File: src/rtl/utf16_byte_stream_decoder_unit_macros.svh
// Assertion macros shared by the UTF-16 byte stream decoder RTL.
`ifndef UTF16_BYTE_STREAM_DECODER_UNIT_MACROS_SVH
`define UTF16_BYTE_STREAM_DECODER_UNIT_MACROS_SVH
`ifndef SYNTHESIS
`define U16D_ASSERT_IMP(lbl, clk, rst, ante, cons) \
   lbl: assert property (@(posedge clk) disable iff (rst) (ante) |-> (cons)) \
      else $error("assertion failed");
`define U16D_ASSERT_NXT(lbl, clk, rst, ante, cons) \
   lbl: assert property (@(posedge clk) disable iff (rst) (ante) |=> (cons)) \
      else $error("assertion failed");
`else
`define U16D_ASSERT_IMP(lbl, clk, rst, ante, cons)
`define U16D_ASSERT_NXT(lbl, clk, rst, ante, cons)
`endif
`endif

File: src/rtl/u16d_pkg.sv
// Types and constants shared by the UTF-16 byte stream decoder modules.
`default_nettype none
package u16d_pkg;
   localparam int CpW   = 21;
   localparam int QDepth = 2;
   localparam int QIdxW = $clog2(QDepth);
   localparam int QCntW = $clog2(QDepth + 1);

   localparam logic [CpW-1:0] ReplChar  = 21'h00FFFD;
   localparam logic [CpW-1:0] SuppBase  = 21'h010000;
   localparam logic [15:0]    SurrLo    = 16'hD800;
   localparam logic [15:0]    SurrHiMax = 16'hDBFF;
   localparam logic [15:0]    LowSurrLo = 16'hDC00;
   localparam logic [15:0]    SurrMax   = 16'hDFFF;

   typedef struct packed {
      logic [CpW-1:0] cp0;
      logic           rep0;
      logic [CpW-1:0] cp1;
      logic           rep1;
      logic           two;
      logic           fin;
   } entry_type;

   typedef struct packed {
      logic full;
      logic empty;
   } q_status_type;
endpackage
`default_nettype wire

File: src/rtl/u16d_front.sv
// Front end: accepts bytes, joins code units, pairs surrogates and forms result records.
`default_nettype none
module u16d_front (
   input  logic                  clock,
   input  logic                  reset,
   input  logic                  big_endian,
   input  logic                  req_valid,
   output logic                  req_ready,
   input  logic [7:0]            req_data_byte,
   input  logic                  req_end_of_input,
   input  u16d_pkg::q_status_type q_status,
   output logic                  push_valid,
   output u16d_pkg::entry_type   push_entry
);
   import u16d_pkg::*;

   logic       phase_ff, phase_in;
   logic [7:0] held_ff, held_in;
   logic       hp_ff, hp_in;
   logic [9:0] bits_ff, bits_in;
   logic [15:0] unit;
   logic       is_low, is_high, f_valid, f_rep;
   logic [CpW-1:0] f_cp;
   logic [1:0] cnt;
   logic       accept;
   entry_type  e;

   assign req_ready = !q_status.full;
   assign accept    = req_valid && req_ready;

   always_comb begin
      unit    = big_endian ? {held_ff, req_data_byte} : {req_data_byte, held_ff};
      is_low  = (unit >= LowSurrLo) && (unit <= SurrMax);
      is_high = (unit >= SurrLo) && (unit <= SurrHiMax);
      f_valid = !is_high;
      f_rep   = is_low;
      f_cp    = is_low ? ReplChar : {{(CpW-16){1'b0}}, unit};
   end

   always_comb begin
      e        = '0;
      cnt      = 2'd0;
      phase_in = phase_ff;
      held_in  = held_ff;
      hp_in    = hp_ff;
      bits_in  = bits_ff;
      if (!phase_ff) begin
         held_in  = req_data_byte;
         phase_in = 1'b1;
         if (req_end_of_input) begin
            e.cp0  = ReplChar;
            e.rep0 = 1'b1;
            e.cp1  = ReplChar;
            e.rep1 = 1'b1;
            cnt    = hp_ff ? 2'd2 : 2'd1;
         end
      end else begin
         phase_in = 1'b0;
         if (hp_ff && is_low) begin
            e.cp0 = SuppBase + {1'b0, bits_ff, unit[9:0]};
            cnt   = 2'd1;
            hp_in = 1'b0;
         end else if (hp_ff) begin
            e.cp0   = ReplChar;
            e.rep0  = 1'b1;
            e.cp1   = f_cp;
            e.rep1  = f_rep;
            cnt     = f_valid ? 2'd2 : 2'd1;
            hp_in   = is_high;
            bits_in = unit[9:0];
         end else begin
            e.cp0   = f_cp;
            e.rep0  = f_rep;
            cnt     = f_valid ? 2'd1 : 2'd0;
            hp_in   = is_high;
            bits_in = unit[9:0];
         end
         if (req_end_of_input && hp_in) begin
            if (cnt == 2'd0) begin
               e.cp0  = ReplChar;
               e.rep0 = 1'b1;
               cnt    = 2'd1;
            end else begin
               e.cp1  = ReplChar;
               e.rep1 = 1'b1;
               cnt    = 2'd2;
            end
         end
      end
      if (req_end_of_input) begin
         phase_in = 1'b0;
         hp_in    = 1'b0;
      end
      e.two = (cnt == 2'd2);
      e.fin = req_end_of_input;
   end

   assign push_valid = accept && (cnt != 2'd0);
   assign push_entry = e;

   always_ff @(posedge clock) begin
      if (reset) begin
         phase_ff <= 1'b0;
         hp_ff    <= 1'b0;
      end else if (accept) begin
         phase_ff <= phase_in;
         hp_ff    <= hp_in;
      end
   end

   always_ff @(posedge clock) begin
      if (accept) begin
         held_ff <= held_in;
         bits_ff <= bits_in;
      end
   end
endmodule
`default_nettype wire

File: src/rtl/u16d_queue.sv
// Short register queue of result records between the front and back ends.
`default_nettype none
module u16d_queue (
   input  logic                   clock,
   input  logic                   reset,
   input  logic                   push_valid,
   input  u16d_pkg::entry_type    push_entry,
   input  logic                   pop,
   output u16d_pkg::entry_type    head,
   output u16d_pkg::q_status_type status
);
   import u16d_pkg::*;

   entry_type        mem_ff [QDepth];
   logic [QIdxW-1:0] wr_ff, wr_in, rd_ff, rd_in;
   logic [QCntW-1:0] cnt_ff, cnt_in;

   always_comb begin
      wr_in  = wr_ff;
      rd_in  = rd_ff;
      cnt_in = cnt_ff;
      if (push_valid) begin
         wr_in = (wr_ff == QIdxW'(QDepth - 1)) ? '0 : wr_ff + 1'b1;
      end
      if (pop) begin
         rd_in = (rd_ff == QIdxW'(QDepth - 1)) ? '0 : rd_ff + 1'b1;
      end
      if (push_valid && !pop) begin
         cnt_in = cnt_ff + 1'b1;
      end else if (pop && !push_valid) begin
         cnt_in = cnt_ff - 1'b1;
      end
   end

   always_ff @(posedge clock) begin
      if (reset) begin
         wr_ff  <= '0;
         rd_ff  <= '0;
         cnt_ff <= '0;
      end else begin
         wr_ff  <= wr_in;
         rd_ff  <= rd_in;
         cnt_ff <= cnt_in;
      end
   end

   always_ff @(posedge clock) begin
      if (push_valid) begin
         mem_ff[wr_ff] <= push_entry;
      end
   end

   assign head         = mem_ff[rd_ff];
   assign status.full  = (cnt_ff == QCntW'(QDepth));
   assign status.empty = (cnt_ff == '0);
endmodule
`default_nettype wire

File: src/rtl/u16d_back.sv
// Back end: emits the one or two results of each record through an output register.
`default_nettype none
module u16d_back (
   input  logic                   clock,
   input  logic                   reset,
   input  u16d_pkg::q_status_type q_status,
   input  u16d_pkg::entry_type    head,
   output logic                   pop,
   output logic                   rsp_valid,
   input  logic                   rsp_ready,
   output logic [20:0]            rsp_code_point,
   output logic                   rsp_replaced,
   output logic                   rsp_run_last,
   output logic                   rsp_stream_last
);
   import u16d_pkg::*;

   logic           sel_ff, sel_in;
   logic           valid_ff, valid_in;
   logic [CpW-1:0] cp_ff, cp_in;
   logic           rep_ff, rep_in, run_ff, run_in, strm_ff, strm_in;
   logic           load, emit, last_of_entry;

   assign load          = !valid_ff || rsp_ready;
   assign emit          = load && !q_status.empty;
   assign last_of_entry = sel_ff || !head.two;
   assign pop           = emit && last_of_entry;

   always_comb begin
      sel_in   = sel_ff;
      valid_in = valid_ff;
      cp_in    = sel_ff ? head.cp1 : head.cp0;
      rep_in   = sel_ff ? head.rep1 : head.rep0;
      run_in   = last_of_entry;
      strm_in  = last_of_entry && head.fin;
      if (emit) begin
         valid_in = 1'b1;
         sel_in   = !last_of_entry;
      end else if (load) begin
         valid_in = 1'b0;
      end
   end

   always_ff @(posedge clock) begin
      if (reset) begin
         sel_ff   <= 1'b0;
         valid_ff <= 1'b0;
      end else begin
         sel_ff   <= sel_in;
         valid_ff <= valid_in;
      end
   end

   always_ff @(posedge clock) begin
      if (emit) begin
         cp_ff   <= cp_in;
         rep_ff  <= rep_in;
         run_ff  <= run_in;
         strm_ff <= strm_in;
      end
   end

   assign rsp_valid       = valid_ff;
   assign rsp_code_point  = cp_ff;
   assign rsp_replaced    = rep_ff;
   assign rsp_run_last    = run_ff;
   assign rsp_stream_last = strm_ff;
endmodule
`default_nettype wire

File: src/rtl/utf16_byte_stream_decoder_unit.sv
// Top level of the UTF-16 byte stream decoder: byte-order register, front, queue, back.
//
//   channel  direction  handshake              payload
//   req      in         req_valid/req_ready    data_byte, end_of_input
//   rsp      out        rsp_valid/rsp_ready    code_point, replaced, run_last, stream_last
//   csr      in         csr_valid/csr_ready    big_endian
//
// One request is taken per cycle while the two-entry record queue has room.
// Each result leaves through the output register one per cycle unless rsp_ready is low,
// so a request with two results holds the back end for both; that register sets the rate.
// Synchronous reset clears the decoder flags, queue pointers and the output valid bit.
// A stalled response side backs up the queue and then drops req_ready.
`default_nettype none
`include "utf16_byte_stream_decoder_unit_macros.svh"
module utf16_byte_stream_decoder_unit (
   input  logic        clock,
   input  logic        reset,
   input  logic        req_valid,
   output logic        req_ready,
   input  logic [7:0]  req_data_byte,
   input  logic        req_end_of_input,
   output logic        rsp_valid,
   input  logic        rsp_ready,
   output logic [20:0] rsp_code_point,
   output logic        rsp_replaced,
   output logic        rsp_run_last,
   output logic        rsp_stream_last,
   input  logic        csr_valid,
   output logic        csr_ready,
   input  logic        csr_big_endian
);
   import u16d_pkg::*;

   logic         big_endian_ff;
   logic         push_valid;
   logic         pop;
   entry_type    push_entry;
   entry_type    head;
   q_status_type q_status;

   assign csr_ready = 1'b1;

   always_ff @(posedge clock) begin
      if (reset) begin
         big_endian_ff <= 1'b0;
      end else if (csr_valid) begin
         big_endian_ff <= csr_big_endian;
      end
   end

   u16d_front u_front (
      .clock            (clock),
      .reset            (reset),
      .big_endian       (big_endian_ff),
      .req_valid        (req_valid),
      .req_ready        (req_ready),
      .req_data_byte    (req_data_byte),
      .req_end_of_input (req_end_of_input),
      .q_status         (q_status),
      .push_valid       (push_valid),
      .push_entry       (push_entry)
   );

   u16d_queue u_queue (
      .clock      (clock),
      .reset      (reset),
      .push_valid (push_valid),
      .push_entry (push_entry),
      .pop        (pop),
      .head       (head),
      .status     (q_status)
   );

   u16d_back u_back (
      .clock           (clock),
      .reset           (reset),
      .q_status        (q_status),
      .head            (head),
      .pop             (pop),
      .rsp_valid       (rsp_valid),
      .rsp_ready       (rsp_ready),
      .rsp_code_point  (rsp_code_point),
      .rsp_replaced    (rsp_replaced),
      .rsp_run_last    (rsp_run_last),
      .rsp_stream_last (rsp_stream_last)
   );

   `U16D_ASSERT_IMP(a_no_overflow, clock, reset, q_status.full, !push_valid)
   `U16D_ASSERT_IMP(a_no_underflow, clock, reset, pop, !q_status.empty)
   `U16D_ASSERT_IMP(a_stream_last_ends_run, clock, reset, rsp_valid && rsp_stream_last, rsp_run_last)
   `U16D_ASSERT_IMP(a_replaced_is_fffd, clock, reset, rsp_valid && rsp_replaced, rsp_code_point == ReplChar)
   `U16D_ASSERT_IMP(a_no_surrogate_out, clock, reset, rsp_valid, (rsp_code_point < 21'h00D800) || (rsp_code_point > 21'h00DFFF))
endmodule
`default_nettype wire

File: config.mk
export PLATFORM = sky130hd
export DESIGN_NAME = utf16_byte_stream_decoder_unit
export DESIGN_NICKNAME = d
export VERILOG_FILES = /design/src/rtl/u16d_pkg.sv /design/src/rtl/u16d_front.sv /design/src/rtl/u16d_queue.sv /design/src/rtl/u16d_back.sv /design/src/rtl/utf16_byte_stream_decoder_unit.sv
export VERILOG_INCLUDE_DIRS = /design/src /design/src/rtl
export SDC_FILE = /design/constraint.sdc
export NUM_CORES = 1
export LEC_CHECK = 0
export ABC_CLOCK_PERIOD_IN_PS = 12100
export BUFFER_PORTS_ARGS = -buffer_cell sky130_fd_sc_hd__buf_2
export CAP_MARGIN = 10
export CORE_MARGIN = 4
export CORE_UTILIZATION = 55
export DETAILED_ROUTE_END_ITERATION = 6
export GPL_ROUTABILITY_DRIVEN = 0
export PLACE_DENSITY_LB_ADDON = 0.3
export SYNTH_ARGS = -nofsm -noshare
export SYNTH_HDL_FRONTEND = slang
export SYNTH_HIERARCHICAL = 1
export SYNTH_SLANG_ARGS = --single-unit
File: constraint.sdc
create_clock -name clock -period 12.1 [get_ports clock]
set_input_delay 3.025 -clock clock [delete_from_list [all_inputs] [get_ports clock]]
set_output_delay 3.025 -clock clock [all_outputs]
set_load 0.01 [all_outputs]
Word level (Yosys, flattened, before mapping)
Memory sizes are Yosys's and may differ from the RTL's. A register that Yosys moved wholly into a read port is not among the register bits.
Index checks and enable logic that the tools add are counted.

storage, ports and cells
  output and inout port bits = 27
  word-level logic and storage cells = 96
  bits in latches = 0
  memory bits (writable) = 92
  ROM bits = 0
  bits in registers = 51
  memories = 1

operators by class
  $lt $le $gt $ge = 4
  add/sub/neg operators = 5
  div/mod/pow operators = 0
  shifts and indexed selects = 0
  muxes and demuxes = 39
  reduce and logical (&&, ||, !) cells = 29
  bitwise gates (word level) = 2
  equal/unequal tests = 2
  $mul = 0

memory list
  memory          words  bits a word  read ports  clocked after memory_dff  wr ports  RTL line          RTL
  u_queue.mem_ff  2      46           1           1                         1         u16d_queue.sv:14  entry_type mem_ff [QDepth];

operators with widths
  operator                                                             count
  22-bit two-way mux                                                   4
  44-bit two-way mux                                                   2
  21-bit two-way mux                                                   2
  39-bit two-way mux                                                   1
  16-bit >= comparator (second input constant)                         2
  16-bit <= comparator (second input constant)                         2
  16-bit two-way mux                                                   2
  23-bit two-way mux                                                   1
  2-bit two-way mux                                                    11
  17-bit by 20-bit adder with 21-bit output (first input constant)     1
  1-bit two-way mux                                                    16
  1-bit logical AND                                                    11
  2-bit nonzero test                                                   4
  1-bit zero test                                                      7
  2-bit equality test (second input constant)                          2
  2-bit zero test                                                      2
  2-bit AND reduction                                                  2
  3-bit AND reduction                                                  1
  1-bit adder (second input constant)                                  2
  2-bit by 1-bit adder with 2-bit output (second input constant)       1
  1-bit logical OR                                                     2
  1-bit NOT                                                            2
  2-bit by 1-bit subtractor with 2-bit output (second input constant)  1

Depth between registers and ports, before layout
  depth after elaboration = 17
  mapped depth = 13
  mapped depth without buffers = 11

Modules after synthesis
The synthesis kept the hierarchy.

modules (own cells, without submodules)
  module                          cells an instance  sequential area each (sq um)  instances  area an instance (sq um)
  u16d_queue                      165                2862.7                        1          3538.4
  u16d_front                      165                580.6                         1          1527.7
  u16d_back                       61                 760.7                         1          1091.0
  utf16_byte_stream_decoder_unit  5                  20.0                          1          45.0

Worst setup path before layout
No wires, ideal clock.

  path kind = input port to flip-flop
  start point = input req_data_byte[5]
  end point = memory u_queue/mem_ff[0][0] (netlist name) (enable)
  arrival time = 6.764 ns
  stages on the path = 8
  path buffers = 2
  path slack = 4.881 ns
  setup time = 0.455 ns
  path through = nand4bb_1 a221oi_2 buf_4 ha_1 buf_2 nor2_1 a311oi_1 nor2b_1

between the ends
  word-level cells in the longest chain between the ends = 15

ends and longest elaborated chain
  element                                                       RTL line                              RTL
  start, declared                                               utf16_byte_stream_decoder_unit.sv:20  input logic [7:0] req_data_byte,
  16-bit two-way mux (*)                                        u16d_front.sv:32                      unit = big_endian ? {held_ff, req_data_byte} : {req_data_byte, held_ff};
  16-bit >= comparator or 16-bit <= comparator (tied branches)  u16d_front.sv:34                      is_high = (unit >= SurrLo) && (unit <= SurrHiMax);
  1-bit logical AND                                             u16d_front.sv:34
  1-bit two-way mux or 2-bit two-way mux (tied branches)        u16d_front.sv:74, u16d_front.sv:68
  2-bit two-way mux                                             u16d_front.sv:63                      end else if (hp_ff) begin
  2-bit two-way mux                                             u16d_front.sv:59                      if (hp_ff && is_low) begin
  2-bit two-way mux                                             u16d_front.sv:47                      if (!phase_ff) begin
  2-bit zero test                                               u16d_front.sv:79                      if (cnt == 2'd0) begin
  2-bit two-way mux                                             u16d_front.sv:79
  2-bit two-way mux (*)                                         u16d_front.sv:78                      if (req_end_of_input && hp_in) begin
  2-bit two-way mux (*)                                         u16d_front.sv:47
  2-bit nonzero test (*)                                        u16d_front.sv:98                      assign push_valid = accept && (cnt != 2'd0);
  1-bit logical AND (*)                                         u16d_front.sv:98
  via push_valid                                                utf16_byte_stream_decoder_unit.sv:35  logic push_valid;
  1-bit two-way mux (*)                                         u16d_queue.sv:48                      if (push_valid) begin
  1-bit two-way mux (implied by the code) (*)                   u16d_queue.sv:49                      mem_ff[wr_ff] <= push_entry;
  end, declared                                                 u16d_queue.sv:14

Mark *: on every way through the listed nets, which the timed path passes. The rest lies on a longest branch. The select of a mux whose other input is x is not followed.

Final worst setup path
  start point = input req_data_byte[5]
  end point = memory u_queue/mem_ff[1][29] (netlist name) (enable)

The elaborated chain is that of the path after synthesis.

==> qor.csv <==
metric;value;unit
final_cell_area;7100;um2
nets;458;
grt_start_max_net_pins;47;
yosysUniqueCellTypes;46;
path_class;in2reg;
antenna_found_initial;0;
rr_startpoint;big_endian_ff$_SDFFE_PP0P_;
max_stage_delay;1.00;ns
async_flop_share;0;
setup_ws;6.07;ns
end_kind;flop;
gr-total-overflow;0;
vdd_ir_drop_max;0.000225;V
worst_slew_pin_slew;1.21;ns
wl_per_cell;19.3;um
die_h;114;um
required;12.13;ns
fin_crit_sh;0.498;
numClockSinks;144;
synth-seq-cells;144;
arrival;6.05;ns
cts_buffers;17;
core_area;10900;um2
portBuffers;40;
dr.first_iter.drc_count;283;
layout.cells.non_filler;592;
cts_tree;yes;
wl_met2;5570;um
ctsResizeCount;0;
clk_latency;0.41;ns
maxCapViolations;0;
pin_count;42;
rsz0062_at_grt;false;
worstPathMaxFanout;46;
layout.cells.most_common_list;edfxtp_1, mux2_2, buf_2;
dpl_cell_area;6470;um2
n_antenna_cell;0;
drive_above_1_share;0.367;
rows;38;
fill_cells;793;
synthDominantCellAreaShare;0.649;
yosysSeqAreaShare;0.681;
viasPerCell;5.80;
start_util;0.567;
synth_area_leaders;edfxtp_1, mux2_2, dfxtp_1;
dp.cells;560;
syn_avg_cell_area;15.7;um2
h-tree-depth;4;
finalSetupTns;0;ns
slew_headroom;0.190;
dp_hpwl;7170;um
layout_commonest_cell;edfxtp_1;
dp_slack;5.65;ns
drv_slew;0;
fmax;166;MHz
grt_usage;0.189;
cts_max_path_buffers;2;
path_clk_slew;0.06;ns
rrSetupSlack;7.79;ns
hold_buffers;0;
finalSetupViolations;0;
slowest_stage;and2_2;
syn_inst;396;
cts_setup_buffers;0;
r2r-end;u_queue/mem_ff[1][29]$_DFFE_PP_;
synth.cell_area;6200;um2
top_layer;met4;
ant_nets;0;
cp-endpoint;u_queue/mem_ff[1][29]$_DFFE_PP_;
synth_ff_type;edfxtp_1;
yosys_warnings;6;
wl_met1;4840;um
crit_start;req_data_byte[5];
grt_pass1_wl;18500;um
dieArea;13000;um2
fin_util;0.650;
hp-class;reg2reg;
die-width;114;um
vias;3436;
post-route-min-period;6.03;ns
reg2reg_depth;8;
drt_first_pass_iters;5;
crit_path_start_kind;input pin;
synthToLayoutAreaGrowth;14.5;%
leakage;2.50;nW
dr_wl_met3;710;um
status;finished clean;
ctsRootBufferMaster;clkbuf_16;
cp_cell_sequence;buf_2 -> nand4bb_1 -> a221oi_2 -> buf_4 -> ha_1 -> nor2_1 -> a311oi_1 -> and2_2;
drt-total-wl;11400;um
hold_violations;0;
grt_pass1_vias;3511;
p_per_area;216;nW/um2
fin_skew;0.00793;ns
synth_largest_area_cell;edfxtp_1;
synth_edf_count;134;
drc_errors;0;
cell type report:
type                       instances  area (um2)  share of cell area
clock buffer                      17         425              0.0599
clock inverter                    15         208              0.0292
inverter                          18        67.6             0.00951
multi-input combinational        212        1760               0.247
sequential                       144        4230               0.595
tap                              140         175              0.0247
timing repair buffer              46         245              0.0345
registers in the layout, indices dropped and copies added (netlist names), named ones only:
register	flops
u_back/rsp_code_point	21
u_front/phase_ff	1
u_front/bits_ff	10
u_front/held_ff	8
u_back/sel_ff	1
u_back/rsp_stream_last	1
u_front/hp_ff	1
big_endian_ff	1
u_back/rsp_replaced	1
u_back/rsp_run_last	1
u_queue/mem_ff	92
u_queue/cnt_ff	2
u_queue/wr_ff	1
u_back/rsp_valid	1
u_queue/rd_ff	1
Yosys cell counts (5+ instances only):
cell      count
buf_6         5
dfxtp_1      10
buf_4         9
a31oi_1      11
mux2_2       78
buf_2         8
a21oi_1       9
edfxtp_1    134
o21ai_0      17
inv_1        17
nor2_1       27
mux2i_1       8
worst min path at each step:
stage / from / to / slack, ns / depth (start not counted)
2_1_floorplan: u_queue/cnt_ff[1]$_SDFFE_PP0P_ / u_queue/cnt_ff[1]$_SDFFE_PP0P_ / 0.46 / 2
3_3_place_gp: u_queue/cnt_ff[1]$_SDFFE_PP0P_ / u_queue/cnt_ff[1]$_SDFFE_PP0P_ / 0.48 / 2
3_5_place_dp: u_queue/rd_ff$_SDFFE_PP0P_ / flop / 0.52 / 2
4_1_cts: u_queue/rd_ff$_SDFFE_PP0P_ / flop / 0.54 / 2
5_1_grt: u_queue/cnt_ff[1]$_SDFFE_PP0P_ / u_queue/cnt_ff[1]$_SDFFE_PP0P_ / 0.58 / 2
6_report: u_queue/cnt_ff[1]$_SDFFE_PP0P_ / u_queue/cnt_ff[1]$_SDFFE_PP0P_ / 0.53 / 2
logic make-up (layout without fill, tap and decap cells):
logic type,count (synthesis),count (layout),share of synthesized area
simple gates,56,56,0.0494
xor+xnor,6,6,0.00847
compound gates,54,54,0.0573
other cells,2,6,0.00121
mux,86,86,0.155
flops,144,144,0.681
fa+ha+maj,4,4,0.00807
buf+inv,44,96,0.0399
report_power, final:
| group | total (W) | switching, W | leakage [nW] | internal (W) |
|---|---|---|---|---|
| logic | 0.000288 | 0.000153 | 0.871 | 0.000134 |
| clock network | 0.000550 | 0.000203 | 0.298 | 0.000347 |
| registers | 0.000698 | 0.0000434 | 1.33 | 0.000654 |
| total | 0.00154 | 0.000400 | 2.50 | 0.00114 |
worst max-delay path: cells and delay by family:
kind	cells	cell delay, ns
compound gates	2	0.88
fa+ha+maj	1	0.36
buf+inv	2	0.34
simple gates	3	1.39
per-stage QoR:
step	total power (W)	hold slack [ns]
floorplan	0.000910	0.461
global placement	0.000989	0.482
detailed placement	0.00100	0.518
CTS	0.00155	0.537
global route	0.00161	0.577
finish	0.00154	0.533
layer usage:
layer  vias to the layer above  track usage
met5                         -            0
met4                         0       0.0760
met3                        31       0.0550
met2                       129        0.294
met1                      1704        0.252
li1                       1572            -
No activity file was read; power rests on OpenSTA's default activity.
